$ cat src/rtl/flxseg_pkg.sv
package flxseg_pkg;

    // configuration register indexes
    localparam logic [1:0] CFG_MIN_GAP_LEN = 2'd0;
    localparam logic [1:0] CFG_TRACK1_MASK = 2'd1;
    localparam logic [1:0] CFG_TRACK2_MASK = 2'd2;

    localparam int unsigned GROUP_SLOTS = 3;

    typedef enum logic [1:0] {
        KIND_INTERVAL     = 2'd0,
        KIND_CHUNK_END    = 2'd1,
        KIND_TRAILING_GAP = 2'd2
    } rec_kind_t;

    typedef struct packed {
        logic [7:0] sample;
        logic       end_of_capture;
    } sample_beat_t;

    typedef struct packed {
        rec_kind_t   kind;
        logic        track1_valid;
        logic [31:0] track1_interval;
        logic        track2_valid;
        logic [31:0] track2_interval;
        logic [31:0] gap_len;
        logic [31:0] data_len;
        logic        last_of_run;
    } rec_beat_t;

    typedef struct packed {
        logic [31:0] min_gap_len;
        logic [7:0]  track1_mask;
        logic [7:0]  track2_mask;
    } cfg_t;

    // slot 0: transition record, slot 1: flushed chunk end, slot 2: trailing gap
    typedef struct packed {
        logic [GROUP_SLOTS-1:0]            mask;
        rec_beat_t [GROUP_SLOTS-1:0]       recs;
    } rec_group_t;

endpackage

$ cat src/rtl/flxseg_engine.sv
module flxseg_engine #(
    parameter int POS_WIDTH = 32
) (
    input  logic                     clk,
    input  logic                     rst_n,
    input  logic                     fire,
    input  flxseg_pkg::sample_beat_t item,
    input  flxseg_pkg::cfg_t         cfg,
    output flxseg_pkg::rec_group_t   group
);

    localparam int XW = (POS_WIDTH > 32) ? POS_WIDTH : 33;

    function automatic logic [XW-1:0] ext(input logic [POS_WIDTH-1:0] p);
        return XW'(p);
    endfunction

    function automatic logic [31:0] sat32(input logic [XW-1:0] v);
        if (v > XW'(32'hFFFF_FFFF))
            return 32'hFFFF_FFFF;
        else
            return v[31:0];
    endfunction

    function automatic logic [POS_WIDTH-1:0] diff(input logic [POS_WIDTH-1:0] a,
                                                  input logic [POS_WIDTH-1:0] b);
        return (a >= b) ? a - b : '0;
    endfunction

    logic [POS_WIDTH-1:0] pos_reg,         pos_next;
    logic [7:0]           prev_reg,        prev_next;
    logic                 seen_reg,        seen_next;
    logic                 first_pend_reg,  first_pend_next;
    logic [POS_WIDTH-1:0] last_tr_reg,     last_tr_next;
    logic [POS_WIDTH-1:0] last_t1_reg,     last_t1_next;
    logic [POS_WIDTH-1:0] last_t2_reg,     last_t2_next;
    logic [POS_WIDTH-1:0] chunk_start_reg, chunk_start_next;
    logic [31:0]          gap_acc_reg,     gap_acc_next;
    logic                 has_int_reg,     has_int_next;

    logic [7:0]           prev_eff;
    logic [7:0]           trig;
    logic [POS_WIDTH-1:0] since;
    logic [POS_WIDTH-1:0] size;
    logic [POS_WIDTH-1:0] tail;
    logic                 new_chunk;
    logic [31:0]          gap_base;
    logic [32:0]          gap_sum;

    always_comb
    begin
        pos_next         = pos_reg;
        prev_next        = item.sample;
        seen_next        = 1'b1;
        first_pend_next  = first_pend_reg;
        last_tr_next     = last_tr_reg;
        last_t1_next     = last_t1_reg;
        last_t2_next     = last_t2_reg;
        chunk_start_next = chunk_start_reg;
        gap_acc_next     = gap_acc_reg;
        has_int_next     = has_int_reg;
        group            = '0;

        prev_eff  = seen_reg ? prev_reg : item.sample;
        trig      = (item.sample ^ prev_eff) & (cfg.track1_mask | cfg.track2_mask);
        since     = diff(pos_reg, last_tr_reg);
        new_chunk = first_pend_reg || (ext(since) >= XW'(cfg.min_gap_len));
        gap_base  = has_int_reg ? 32'd0 : gap_acc_reg;
        gap_sum   = {1'b0, gap_base} + {1'b0, sat32(ext(since))};

        if (trig != 8'd0)
        begin
            if (new_chunk)
            begin
                if (has_int_reg)
                begin
                    group.mask[0]          = 1'b1;
                    group.recs[0].kind     = flxseg_pkg::KIND_CHUNK_END;
                    group.recs[0].gap_len  = gap_acc_reg;
                    group.recs[0].data_len = sat32(ext(diff(last_tr_reg, chunk_start_reg)));
                end
                gap_acc_next     = gap_sum[32] ? 32'hFFFF_FFFF : gap_sum[31:0];
                chunk_start_next = pos_reg;
                last_tr_next     = pos_reg;
                last_t1_next     = pos_reg;
                last_t2_next     = pos_reg;
                has_int_next     = 1'b0;
                first_pend_next  = 1'b0;
            end
            else
            begin
                group.mask[0]      = 1'b1;
                group.recs[0].kind = flxseg_pkg::KIND_INTERVAL;
                last_tr_next       = pos_reg;
                if ((trig & cfg.track1_mask) != 8'd0)
                begin
                    group.recs[0].track1_valid    = 1'b1;
                    group.recs[0].track1_interval = sat32(ext(diff(pos_reg, last_t1_reg)));
                    last_t1_next                  = pos_reg;
                end
                if ((trig & cfg.track2_mask) != 8'd0)
                begin
                    group.recs[0].track2_valid    = 1'b1;
                    group.recs[0].track2_interval = sat32(ext(diff(pos_reg, last_t2_reg)));
                    last_t2_next                  = pos_reg;
                end
                has_int_next = 1'b1;
            end
        end

        size = (&pos_reg) ? pos_reg : pos_reg + 1'b1;
        tail = diff(size, last_tr_next);

        if (item.end_of_capture)
        begin
            if (has_int_next)
            begin
                group.mask[1]          = 1'b1;
                group.recs[1].kind     = flxseg_pkg::KIND_CHUNK_END;
                group.recs[1].gap_len  = gap_acc_next;
                group.recs[1].data_len = sat32(ext(diff(size, chunk_start_next)));
            end
            if (ext(tail) >= XW'(cfg.min_gap_len))
            begin
                group.mask[2]         = 1'b1;
                group.recs[2].kind    = flxseg_pkg::KIND_TRAILING_GAP;
                group.recs[2].gap_len = sat32(ext(tail));
            end
            // capture done: back to the post-reset state
            pos_next         = '0;
            prev_next        = 8'd0;
            seen_next        = 1'b0;
            first_pend_next  = 1'b1;
            last_tr_next     = '0;
            last_t1_next     = '0;
            last_t2_next     = '0;
            chunk_start_next = '0;
            gap_acc_next     = 32'd0;
            has_int_next     = 1'b0;
        end
        else
        begin
            pos_next = size;
        end
    end

    always_ff @(posedge clk or negedge rst_n)
    begin
        if (!rst_n)
        begin
            pos_reg         <= '0;
            prev_reg        <= 8'd0;
            seen_reg        <= 1'b0;
            first_pend_reg  <= 1'b1;
            last_tr_reg     <= '0;
            last_t1_reg     <= '0;
            last_t2_reg     <= '0;
            chunk_start_reg <= '0;
            gap_acc_reg     <= 32'd0;
            has_int_reg     <= 1'b0;
        end
        else if (fire)
        begin
            pos_reg         <= pos_next;
            prev_reg        <= prev_next;
            seen_reg        <= seen_next;
            first_pend_reg  <= first_pend_next;
            last_tr_reg     <= last_tr_next;
            last_t1_reg     <= last_t1_next;
            last_t2_reg     <= last_t2_next;
            chunk_start_reg <= chunk_start_next;
            gap_acc_reg     <= gap_acc_next;
            has_int_reg     <= has_int_next;
        end
    end

endmodule

$ cat src/rtl/flux_interval_segmenter.sv
// Timing: an accepted sample beat waits in the input register until the result
//   group register is free; the engine then processes it and offers its results.
// Throughput: one sample beat per cycle with at most one result per sample and no sink
//   stall; a sample with more results holds the result register until all are taken.
// Reset (rst_n, async, active low): tracking state cleared, registers back to
//   min_gap_len 1000, track1_mask 1, track2_mask 2; both stages empty.
module flux_interval_segmenter #(
    parameter int POS_WIDTH = 32
) (
    input  logic                     clk,
    input  logic                     rst_n,
    // sample channel
    input  logic                     sample_valid,
    output logic                     sample_stall,
    input  flxseg_pkg::sample_beat_t sample_beat,
    // result channel
    output logic                     rec_valid,
    input  logic                     rec_stall,
    output flxseg_pkg::rec_beat_t    rec_beat,
    // register writes
    input  logic                     cfg_write,
    input  logic [1:0]               cfg_index,
    input  logic [31:0]              cfg_data
);

    // ------------------------------------------------------------------
    // Configuration registers
    // ------------------------------------------------------------------
    flxseg_pkg::cfg_t cfg_reg;

    always_ff @(posedge clk or negedge rst_n)
    begin
        if (!rst_n)
        begin
            cfg_reg.min_gap_len <= 32'd1000;
            cfg_reg.track1_mask <= 8'd1;
            cfg_reg.track2_mask <= 8'd2;
        end
        else if (cfg_write)
        begin
            case (cfg_index)
                flxseg_pkg::CFG_MIN_GAP_LEN: cfg_reg.min_gap_len <= cfg_data;
                flxseg_pkg::CFG_TRACK1_MASK: cfg_reg.track1_mask <= cfg_data[7:0];
                flxseg_pkg::CFG_TRACK2_MASK: cfg_reg.track2_mask <= cfg_data[7:0];
                default: ;  // unmapped index, write dropped
            endcase
        end
    end

    // ------------------------------------------------------------------
    // Input register. It takes beats while empty or while the item it holds
    // can move into the result group register this cycle.
    // ------------------------------------------------------------------
    logic                     in_vld_reg;
    flxseg_pkg::sample_beat_t in_data_reg;
    logic                     advance;
    logic                     sample_take;

    assign sample_stall = in_vld_reg && !advance;
    assign sample_take  = sample_valid && !sample_stall;

    always_ff @(posedge clk or negedge rst_n)
    begin
        if (!rst_n)
            in_vld_reg <= 1'b0;
        else if (sample_take)
            in_vld_reg <= 1'b1;
        else if (advance)
            in_vld_reg <= 1'b0;
    end

    always_ff @(posedge clk)
    begin
        if (sample_take)
            in_data_reg <= sample_beat;
    end

    // ------------------------------------------------------------------
    // Segmenting logic: state lives in the engine, which updates on advance
    // and hands back up to three result records for the item.
    // ------------------------------------------------------------------
    flxseg_pkg::rec_group_t eng_group;

    flxseg_engine #(
        .POS_WIDTH (POS_WIDTH)
    ) u_engine (
        .clk   (clk),
        .rst_n (rst_n),
        .fire  (advance),
        .item  (in_data_reg),
        .cfg   (cfg_reg),
        .group (eng_group)
    );

    // ------------------------------------------------------------------
    // Result group register. Slots drain lowest first, one beat a cycle without rec_stall.
    // ------------------------------------------------------------------
    logic [flxseg_pkg::GROUP_SLOTS-1:0]      grp_vld_reg, grp_vld_next;
    flxseg_pkg::rec_beat_t [flxseg_pkg::GROUP_SLOTS-1:0] grp_rec_reg;
    logic [flxseg_pkg::GROUP_SLOTS-1:0]      sel;
    logic [flxseg_pkg::GROUP_SLOTS-1:0]      remain;
    logic                                    rec_take;
    logic                                    grp_free;

    always_comb
    begin
        if (grp_vld_reg[0])
            sel = 3'b001;
        else if (grp_vld_reg[1])
            sel = 3'b010;
        else if (grp_vld_reg[2])
            sel = 3'b100;
        else
            sel = 3'b000;
    end

    assign remain    = grp_vld_reg & ~sel;
    assign rec_valid = |grp_vld_reg;
    assign rec_take  = rec_valid && !rec_stall;
    // group empty, or its last beat leaves this cycle
    assign grp_free  = !rec_valid || (rec_take && (remain == '0));
    assign advance   = in_vld_reg && grp_free;

    always_comb
    begin
        rec_beat = grp_rec_reg[2];
        if (sel[0])
            rec_beat = grp_rec_reg[0];
        else if (sel[1])
            rec_beat = grp_rec_reg[1];
        rec_beat.last_of_run = (remain == '0);
    end

    always_comb
    begin
        if (advance)
            grp_vld_next = eng_group.mask;
        else if (rec_take)
            grp_vld_next = remain;
        else
            grp_vld_next = grp_vld_reg;
    end

    always_ff @(posedge clk or negedge rst_n)
    begin
        if (!rst_n)
            grp_vld_reg <= '0;
        else
            grp_vld_reg <= grp_vld_next;
    end

    always_ff @(posedge clk)
    begin
        if (advance)
            grp_rec_reg <= eng_group.recs;
    end

    // ------------------------------------------------------------------
    // Assertions
    // ------------------------------------------------------------------
    // the engine only fires when the held group is gone or leaving
    a_advance_free: assert property (@(posedge clk) disable iff (!rst_n)
        advance |-> (!rec_valid || (rec_take && rec_beat.last_of_run)))
        else $error("group overwritten while beats still pending");

    // an interval record always carries at least one track interval
    a_interval_track: assert property (@(posedge clk) disable iff (!rst_n)
        (rec_valid && rec_beat.kind == flxseg_pkg::KIND_INTERVAL)
            |-> (rec_beat.track1_valid || rec_beat.track2_valid))
        else $error("interval record with no track");

    // chunk end and trailing gap records carry no track intervals
    a_marker_clean: assert property (@(posedge clk) disable iff (!rst_n)
        (rec_valid && rec_beat.kind != flxseg_pkg::KIND_INTERVAL)
            |-> (!rec_beat.track1_valid && !rec_beat.track2_valid
                 && rec_beat.track1_interval == 32'd0
                 && rec_beat.track2_interval == 32'd0))
        else $error("marker record with track data");

    // a trailing gap is always the final beat of its sample
    a_tail_last: assert property (@(posedge clk) disable iff (!rst_n)
        (rec_valid && rec_beat.kind == flxseg_pkg::KIND_TRAILING_GAP)
            |-> rec_beat.last_of_run)
        else $error("trailing gap not last of run");

endmodule
$ cat config.mk
export PLATFORM = sky130hd
export DESIGN_NAME = flux_interval_segmenter
export DESIGN_NICKNAME = d
export VERILOG_FILES = /design/src/rtl/flxseg_pkg.sv /design/src/rtl/flxseg_engine.sv /design/src/rtl/flux_interval_segmenter.sv
export SDC_FILE = /design/constraint.sdc
export NUM_CORES = 1
export LEC_CHECK = 0
export ABC_AREA = 1
export BUFFER_PORTS_ARGS = -buffer_cell sky130_fd_sc_hd__buf_2
export CAP_MARGIN = 10
export CELL_PAD_IN_SITES_DETAIL_PLACEMENT = 1
export CELL_PAD_IN_SITES_GLOBAL_PLACEMENT = 1
export CORE_UTILIZATION = 40
export DETAILED_ROUTE_END_ITERATION = 12
export HOLD_SLACK_MARGIN = 0.08
export PLACE_DENSITY_LB_ADDON = 0.1
export RECOVER_POWER = 25
export SLEW_MARGIN = 5
export SYNTH_ARGS = -nofsm -noshare
export SYNTH_HDL_FRONTEND = slang
export SYNTH_SLANG_ARGS = --single-unit
export TNS_END_PERCENT = 5
$ cat constraint.sdc
create_clock -name clk -period 14.2 [get_ports clk]
set_input_delay 1.42 -clock clk [delete_from_list [all_inputs] [get_ports clk]]
set_output_delay 1.42 -clock clk [all_outputs]
set_load 0.005 [all_outputs]
# Word-level counts from Yosys, hierarchy flattened
# Cells that the tools add are included.
[word_totals]
ff_bits = 496
word_cells = 151
[op_classes]
addsub = 8
n_lt_le_gt_ge = 8
eq_ne = 2
mux = 53
bitwise = 12
reduce_logical = 39
[op_table]
columns = ["op", "n"]
rows = [
  ["two-way mux 32 bit", 24],
  ["two-way mux 133 bit", 2],
  ["greater-or-equal comparator 32 bit", 8],
  ["subtractor 32 bit", 6],
  ["two-way mux 33 bit", 2],
  ["adder 32 x 32 -> 33 bit", 1],
  ["adder 32 x 1 -> 32 bit, second input constant", 1],
  ["AND reduction 32 bit", 1],
  ["AND 8 bit", 3],
  ["nonzero test 8 bit", 3],
  ["two-way mux 1 bit", 16],
  ["two-way mux 8 bit", 2],
  ["two-way mux 3 bit", 5],
  ["AND reduction 3 bit", 5],
  ["AND reduction 2 bit", 6],
  ["OR 8 bit", 1],
  ["nonzero test 2 bit", 4],
  ["OR reduction 4 bit", 2],
  ["XOR 8 bit", 1],
  ["nonzero test 3 bit", 2],
  ["logical AND 1 bit", 5],
  ["NOT 1 bit", 5],
  ["logical NOT 1 bit", 4],
  ["two-way mux 2 bit", 2],
  ["10 further kinds", 11],
]

# Longest topological paths before layout
# Gate-level depths: netlist of the first run.
[depth]
depth_word = 14
ltp_mapped = 52
ltp_nobuf = 51

# Hierarchy
# A second synthesis of the first run with hierarchy kept.
[unflattened]
cells_unflattened = 5192
area_unflattened_um2 = 42565.8
[modules_own_cells]
columns = ["mod", "instances", "cells_per_inst", "area_per_inst_um2"]
rows = [
  ["flxseg_engine", 1, 4043, 26028.7],
  ["flux_interval_segmenter", 1, 1149, 16537.1],
]

# Worst setup path before layout of the first run
# Ideal clock, no wire load.
[synth_timing]
kind = "input -> register"
startpoint = "input port rec_stall"
endpoint = "register grp_rec_reg[100] (netlist name), enable pin"
t_arrival_ns = 8.514
required_time_ns = 13.518
slack_ns = 5.004
cell_stages = 7
cell_sequence = "inv_1 nand2_1 nand2_1 inv_1 nor2_2 clkbuf_1 buf_1"
[synth_via]
elab_chain_len = 5
[synth_lines]
columns = ["item", "line", "rtl"]
rows = [
  ["start, declared", "flux_interval_segmenter.sv:18", "input logic rec_stall,"],
  ["logical NOT 1 bit", "flux_interval_segmenter.sv:119", "assign rec_take = rec_valid && !rec_stall;"],
  ["logical AND 1 bit", "flux_interval_segmenter.sv:119", ""],
  ["logical AND 1 bit", "flux_interval_segmenter.sv:121", "assign grp_free = !rec_valid || (rec_take && (remain == '0));"],
  ["logical OR 1 bit", "flux_interval_segmenter.sv:121", ""],
  ["logical AND 1 bit", "flux_interval_segmenter.sv:122", "assign advance = in_vld_reg && grp_free;"],
  ["via advance", "flux_interval_segmenter.sv:56", "logic advance;"],
  ["end signal, assigned", "flux_interval_segmenter.sv:155", "grp_rec_reg <= eng_group.recs;"],
  ["end, declared", "flux_interval_segmenter.sv:99", "flxseg_pkg::rec_beat_t [flxseg_pkg::GROUP_SLOTS-1:0] grp_rec_reg;"],
]
# The timed path passes the listed nets, and every way through them passes these cells.
# A chain may end at the register's enable or synchronous reset.

==> run metrics, run 1 <==
count of flip-flops with a built-in enable after synthesis 238; fmax around 0.11 GHz; port bufs ~180; Seq cells post-synth about 490; Unique masters post-synth 57; Hold Path Class reg -> reg; RSZ-0062 raised after global routing false; R2R Path End grp_rec_reg[134]; # nets final between 5,000 and 6,000; Critical Path Fanout Max 96; worst slew pin tran 6200 ps; Final Max Slew Viols ~340; ys async rst share 51.7%; Starting DRT DRC Count between 2,000 and 2,500; worst hold path stage count 2; Slowest-stage cell, CP clkbuf_1; Peak VDD IR 0.153 mV; Synth Area in Simple Gates about 23%; commonest cells after routing, fill and taps aside 1,036 x nand2_1, 716 x inv_1, 498 x nor2_1, 321 x a21oi_1, 287 x ha_1; P_leak roughly 20 nW; CTS tree yes; Placement Setup Slack 5440 ps; CP required approximately 14,000 ps; number of remaining DRC errors 0; Sw Pwr approximately 5.2 mW; most frequent CP cell clkbuf_1; reg-to-reg slack, setup approximately 5400 ps; status finished with violations; H-Tree Depth 2; FP Rows 108; num ports roughly 180; Largest register FFs between 200 and 250; startpoint types primary input; Root Buffer clkbuf_16; Register Area between 0.01 and 0.015 mm2; Reg-to-Reg Start u_engine.pos_reg[2]; fillers ~11,000; Synth Flop Type dfrtp_1; most common cell after layout, fill and taps aside nand2_1; Slew headroom -313%; syn_nets around 5,000; Pwr per Cell Area 252 mW/mm2; core area around 0.087 mm2; Crit path largest cell delay around 4200 ps; clock sink count 493; vias in the first global route 33,520; Synth area leaders edfxtp_1 20%, dfrtp_1 17%, nand2_1 11%; final antenna-violating net count 0; Sw Ratio 52.0%; Die W roughly 300 um; worst-skew pair later-pin latency ~660 ps; internal power 4.78 mW; Syn Area/Cell between 7 and 8 um2; Arr. time, crit path between 8000 and 9000 ps; die area 0.0899 mm2; drt total wl about 130,000 um; crit path kind in -> async; final setup vio count 0; combinational power share around three fifths; initial antenna violation count 3; Synth Area in XOR/XNOR ~4.2%; Final GP Congestion roughly 0.94; Global Route Usage Sum roughly 30%; leading area contributor after synthesis edfxtp_1; post-CTS setup buffer count 0; Congestion Overflow GR 0; maxcap violations 6; final hold viol count 0; Pre-antenna DRT Iters 7; clock share of power between 15 and 20%; clk slew on worst S/H paths roughly 60 ps; via/cell ratio ~5.4; first-pass GRT wire length 207,000 um; crit end category async pin; CP bufs+invs 2; via count 32,580; largest net degree at the start of global routing between 150 and 200; failing checks max-capacitance violations, max-slew violations; DR WL/cell 22.4 um; hold path startpoint u_engine.gap_acc_reg[29]; Synth Area in Compound Gates between 10% and 20%; chip height ~300 um; PostCTS Resize Cnt 0; hold_buf cts 0; final worst slack approximately 5100 ps; Seq/Total Area, Yosys between 30% and 40%; area of the multi-input gates about 0.019 mm2; synthesized area about 0.035 mm2; clock tree buffer depth 3; Crit path max-delay family buffers and inverters; Gate Count Post-Synth 4,672; Adder-Cell Fraction of Synth Area around a tenth; share of cells above drive strength 1 around 9%; main combinational cell family by area after synthesis simple AND/OR/NAND/NOR gates; Final period util between 60% and 70%; post-synth top area share just over 20%; Ys Warns 0; Seq pwr share between 20% and 30%; CP cell instances clkbuf_1 > clkbuf_1; HPWL after detailed placement about 110,000 um; multiplexer area fraction after synthesis 0%; Hold EP u_engine.gap_acc_reg[29]; CTS Buf Count 61; R2R depth between 40 and 50; Final Critical Period roughly 9100 ps; Post-Route Skew 25.2 ps; Initial Util 40.7%; setup tns final 0 ps; Area growth syn-to-layout 11.7%
[kinds of logic after synthesis]
family / count (synthesis)
buf+inv: 852
fa+ha+maj: 294
compound gates: 936
flops: 493
xor+xnor: 169
simple gates: 1928
[stage by stage]
stage / power, mW / cells / utilization (%) / cell area [um2] / hold slack [ps]
2_1_floorplan: 6.16 / 4672 / - / 35500 / 449
6_report: 9.98 / 6022 / 45.4 / 39600 / 484
4_1_cts: 10.0 / 6021 / 45.4 / 39700 / 484
5_1_grt: 10.7 / 6021 / 45.4 / 39600 / 499
3_5_place_dp: 8.28 / 5905 / 43.0 / 37500 / 467
3_3_place_gp: 8.24 / 5905 / 43.0 / 37500 / 463
[routing by layer]
layer,track usage (%),vias up,wire [um]
li1,-,15725,-
met1,42.9,16047,64600
met2,48.0,677,60800
met3,3.39,129,5890
met4,8.22,2,3630
met5,0,-,7
[synthesized netlist by cell type (all sizes together), types with 13 or more instances]
master	number
a31oi	23
nand3	182
nor3	62
edfxtp	238
o21a	33
buf	55
ha	287
a21oi	340
o22ai	52
xor2	105
o221ai	16
nand2	1071
o21ai	335
a21o	15
o21bai	13
a22o	37
dfrtp	246
nor4	36
inv	719
clkbuf	78
a211oi	19
xnor2	64
nor2	509
nand4	35
a21boi	15
or2	24
[power groups by stage]
stage | clock network, mW | registers, mW | logic [mW]
2_1_floorplan | 0 | 2.22 | 3.95
3_3_place_gp | 0 | 2.25 | 5.99
3_5_place_dp | 0 | 2.26 | 6.01
4_1_cts | 1.72 | 2.24 | 6.07
5_1_grt | 1.77 | 2.29 | 6.66
6_report | 1.68 | 2.24 | 6.05
[how the worst max path moves through the flow]
stage,from,end,cells after the start
finish,rst_n,u_engine.has_int_reg,2
global route,rst_n,u_engine.has_int_reg,2
CTS,u_engine.pos_reg[2],grp_rec_reg[134],45
detailed placement,u_engine.pos_reg[2],grp_rec_reg[142],45
global placement,u_engine.pos_reg[2],grp_rec_reg[135],45
floorplan,rec_stall,grp_rec_reg[100],7
[area by class of cell]
class	count	area share, %
tap	1155	3.65
clock inverter	34	0.912
multi-input combinational	3327	47.1
inverter	719	6.81
clock buffer	82	4.52
sequential	493	34.2
antenna	1	0.00631
timing repair buffer	211	2.82
(Power assumes the default switching activity.)
==> run 2, diff against run 1 <==
clock period = 7.39 ns   (was 14.2 ns; I/O delays follow)
==> run 2 against run 1 <==
The flow still finishes with violations (max-capacitance violations, max-slew violations). Via count grew 3.6%. Non-clock buffer count grew 244. Sequential share of layout area shrank 1.6 points. Critical path depth grew 32.
==> run metrics, run 2 (synthesis results as in run 1) <==
status finished with violations; failing checks max-capacitance violations, max-slew violations; Pre-antenna DRT Iters 5; Critical Path Fanout Max 17; chip height ~300 um; crit path kind reg -> reg; Pwr per Cell Area 477 mW/mm2; Crit path largest cell delay roughly 420 ps; DR WL/cell approximately 22 um; Starting DRT DRC Count slightly above 2,000; final hold viol count 0; clk slew on worst S/H paths 60 ps; Congestion Overflow GR 0; Final Core Density roughly 48%; largest net degree at the start of global routing between 80 and 90; Slowest-stage cell, CP ha_1; hold_buf cts 0; port bufs around 180; fmax roughly 0.14 GHz; worst-skew pair later-pin latency 670 ps; Reg-to-Reg Start u_engine.pos_reg[0]; Final Max Slew Viols around 330; first-pass GRT wire length roughly 210,000 um; clock sink count 493; share of cells above drive strength 1 between 10% and 20%; most frequent CP cell nand2_1; Arr. time, crit path approximately 7500 ps; core area between 0.08 and 0.09 mm2; CTS Buf Count slightly above 60; startpoint types flip-flop; num ports 183; Power Total 19.9 mW; Final period util between 90 and 100%; clock tree buffer depth 3; Final Critical Period approximately 7000 ps; maxcap violations 5; FP Rows between 100 and 150; worst slew pin tran roughly 5000 ps; Initial Util 40.7%; P_leak between 20 and 25 nW; drt total wl roughly 140,000 um; via/cell ratio about 5.4; Setup crit start u_engine.pos_reg[0]; Area growth syn-to-layout 17.2%; hold path startpoint sample_beat[1]; Largest register FFs ~230; CTS tree yes; number of remaining DRC errors 0; crit end category flip-flop; Slew headroom -236%; RSZ-0062 raised after global routing true; vias in the first global route between 30,000 and 40,000; die area 0.0899 mm2; Global Route Usage Sum 30.3%; Final GP Congestion 0.951; Peak VDD IR around 0.28 mV; CP required approximately 7800 ps; final setup vio count 0; Hold Path Class in -> reg; HPWL after detailed placement 108,000 um; via count roughly 34,000; commonest cells after routing, fill and taps aside 1,032 x nand2_1, 714 x inv_1, 493 x nor2_1, 319 x a21oi_1, 283 x ha_1; most common cell after layout, fill and taps aside nand2_1; initial antenna violation count 0; H-Tree Depth 2; Post-Route Skew slightly below 30 ps; n_diodes 0; final antenna-violating net count 0; Die W ~300 um; Root Buffer clkbuf_16; # nets final approximately 5,400
==> run 2: power by group <==
group	internal, mW	switching (mW)
clock network	1.78	1.28
logic	4.11	8.38
registers	3.88	0.422
==> run 2: path summary, 6_finish.rpt <==
| check | slack, ps | cells after the start | end |
|---|---|---|---|
| hold reg to reg | 480 | 2 | u_engine.gap_acc_reg[25] |
| min in group asynchronous | 1910 | 1 | u_engine.last_t1_reg[20] |
| max in group asynchronous | 1650 | 2 | u_engine.chunk_start_reg[17] |
| setup / recovery | 370 | 34 | grp_rec_reg[305] |
| setup reg to reg | 370 | 34 | grp_rec_reg[305] |
| hold / removal | 270 | 1 | in_data_reg[1] |
==> run 2: timing repair <==
action,CTS,global route
endpoints found under the setup margin,32,66
gates resized for setup,5,51
buffers inserted,0,3
pin swaps,1,10
endpoints found under the hold margin,0,0
==> run 2: cell type report <==
class                      count  area, um2
sequential                   493      13500
tap                         1155       1450
timing repair buffer         455       3010
clock buffer                  90       1830
multi-input combinational   3327      18900
clock inverter                26        208
fill                       10916      45700
inverter                     719       2700
==> run 2: critical path: cells and delay by family, from the launching register on <==
kind,cells,cell delay [ps]
buffers and inverters,6,970
adders and majority gates,3,970
DFF,1,380
AOI/OAI and AO/OA,2,550
and+or+nand+nor,22,3640
xor gates and xnor gates,1,260
==> run 2: metrics by stage <==
| step | TNS, ps | hold slack [ps] | cells | worst slack (ps) | cell area, um2 |
|---|---|---|---|---|---|
| final | 0 | 266 | 6265 | 365 | 41600 |
| after global routing | -10.2 | 247 | 6265 | -10.2 | 41600 |
| after CTS | 0 | 86.6 | 6262 | 36.7 | 41400 |
| after detailed placement | -1710 | 466 | 6146 | -91.7 | 39400 |
| after global placement | 0 | 462 | 6146 | 133 | 39400 |
| after floorplan | 0 | 443 | 4672 | 731 | 35500 |
==> run 2: routing by layer <==
layer	global-route usage [%]	wire length, um	vias to the layer above
li1	-	-	16201
met4	8.77	4100	0
met1	42.6	63600	16610
met3	3.20	6640	166
met5	0	0	-
met2	49.1	61900	764
==> run 3, diff against run 2 <==
PLACE_DENSITY = 0.72   (was default)
PLACE_DENSITY_LB_ADDON = default   (was 0.1)
==> run 3 against run 2 <==
The run still ends with max-capacitance violations, max-slew violations left. Critical endpoint is now grp_rec_reg[328]. Sequential share of layout area up 0.52 points. Clock-buffer cell count down 11. Total power down 2.1%. Highest routed layer is now met5. Final cell count down 1.5%. Critical path type unchanged.
==> run metrics, run 3 (synthesis results as in run 1) <==
status finished with violations; failing checks max-capacitance violations, max-slew violations; port bufs around 180; P_leak between 20 and 25 nW; Final GP Congestion 0.984; final antenna-violating net count 0; Peak VDD IR 0.326 mV; hold_buf cts 0; Critical Path Fanout Max 17; final setup vio count 0; Slew headroom -270%; initial antenna violation count 2; clock tree buffer depth 3; worst slew pin tran about 5500 ps; Congestion Overflow GR 0; CP required around 8000 ps; placed cell areas just under 0.04 mm2; clock sink count between 400 and 500; Final period util 94.5%; Die W between 200 and 300 um; Global Route Usage Sum 30.2%; crit end category flip-flop; Largest register FFs 229; via/cell ratio roughly 5.4; share of cells above drive strength 1 between 10% and 20%; Final Core Density around 47%; FP Rows between 100 and 150; Placement Setup Slack -270 ps; HPWL after detailed placement roughly 110,000 um; fmax between 0.1 and 0.15 GHz; DR WL/cell between 20 and 25 um; final hold viol count 0; CP bufs+invs 12; Pre-antenna DRT Iters 5; RSZ-0062 raised after global routing true; die area between 0.08 and 0.09 mm2; Pwr per Cell Area between 400 and 500 mW/mm2; startpoint types flip-flop; Crit path max-delay family simple AND/OR/NAND/NOR gates; dpl cells roughly 6,000; setup tns final 0 ps; Post-Route Skew between 10 and 15 ps; Final Critical Period between 6000 and 7000 ps; most frequent CP cell inv_1; Starting DRT DRC Count about 2,100; core area roughly 0.087 mm2; vias in the first global route between 30,000 and 40,000; largest net degree at the start of global routing 149; Slowest-stage cell, CP ha_1; number of remaining DRC errors 0; Crit path largest cell delay ~420 ps; CTS tree yes; reg-to-reg slack, setup roughly 400 ps; chip height roughly 300 um; drt total wl about 140,000 um; H-Tree Depth 2; Area growth syn-to-layout 15.4%; crit path kind reg -> reg; most common cell after layout, fill and taps aside nand2_1; Final Max Slew Viols ~160; post-route cell area 0.0409 mm2; first-pass GRT wire length ~210,000 um; Initial Util approximately two fifths; Arr. time, crit path 7520 ps; Finished Layout Cells between 6,000 and 7,000; Root Buffer clkbuf_16; num ports approximately 180; clk slew on worst S/H paths 60 ps; # nets final between 5,000 and 6,000; worst-skew pair later-pin latency 670 ps; via count roughly 33,000; Hold Path Class in -> reg; commonest cells after routing, fill and taps aside 1,031 x nand2_1, 715 x inv_1, 497 x nor2_1, 316 x a21oi_1, 280 x ha_1; final worst slack 406 ps; maxcap violations 2; CTS Buf Count 60
[run 3: changes by cell type in the layout (fill, tap and decap cells not counted), sizes merged]
| cell | delta |
|---|---|
| clkinvlp | -4 |
| buf | -92 |
| clkinv | +8 |
| bufinv | +3 |
| clkbuf | -12 |
| diode | +1 |
[run 3: worst paths after layout]
kind | depth (start not counted) | from | end
worst max-delay path | 38 | u_engine.pos_reg[1] | grp_rec_reg[328]
worst min-delay path | 1 | sample_beat[6] | in_data_reg[6]
worst max register to register | 38 | u_engine.pos_reg[1] | grp_rec_reg[328]
worst min register to register | 2 | u_engine.gap_acc_reg[25] | u_engine.gap_acc_reg[25]
max in group asynchronous | 1 | rst_n | grp_vld_reg[0]
min in group asynchronous | 1 | rst_n | u_engine.last_t1_reg[30]
[run 3: stage by stage]
| step | power (mW) | hold slack, ps |
|---|---|---|
| finish | 19.4 | 249 |
| global route | 20.8 | 238 |
| CTS | 19.3 | 139 |
| detailed placement | 16.2 | 468 |
| global placement | 16.0 | 462 |
| floorplan | 11.8 | 443 |
[run 3: layer usage]
layer	vias to the layer above	GRT usage (%)	routed length, um
li1	16034	-	-
met1	16449	41.0	62400
met2	723	50.0	63500
met3	189	3.56	6140
met4	2	9.44	4330
met5	-	0	14
[run 3: cell type report]
type	instances	area [um2]
Fill cell	10955	46300
Multi-Input combinational cell	3327	18900
Antenna cell	1	2.50
Sequential cell	493	13500
Inverter	719	2700
Timing Repair Buffer	362	2410
Tap cell	1155	1450
Clock buffer	79	1660
Clock inverter	33	325
[run 3: report_power, final]
part | total (mW) | switching [mW] | leakage (nW) | internal, mW
logic | 12.1 | 8.19 | 13.8 | 3.93
registers | 4.29 | 0.409 | 5.76 | 3.88
clock network | 3.03 | 1.28 | 0.969 | 1.75
[run 3: repair_timing]
action                                  in CTS  in global routing
gates cloned                                 0                  1
hold endpoints to repair                     0                  0
pin swaps                                    0                 10
buffers inserted                             0                  4
endpoints found under the setup margin      32                 66
gates resized for setup                      5                 58
[run 3: worst reg2reg max path, delay by kind of cell, from the launching register on]
family | cells | cell delay (ps)
compound gates | 6 | 1240
xor+xnor | 1 | 220
fa+ha+maj | 3 | 950
buf+inv | 12 | 1570
flops | 1 | 350
simple gates | 16 | 2510
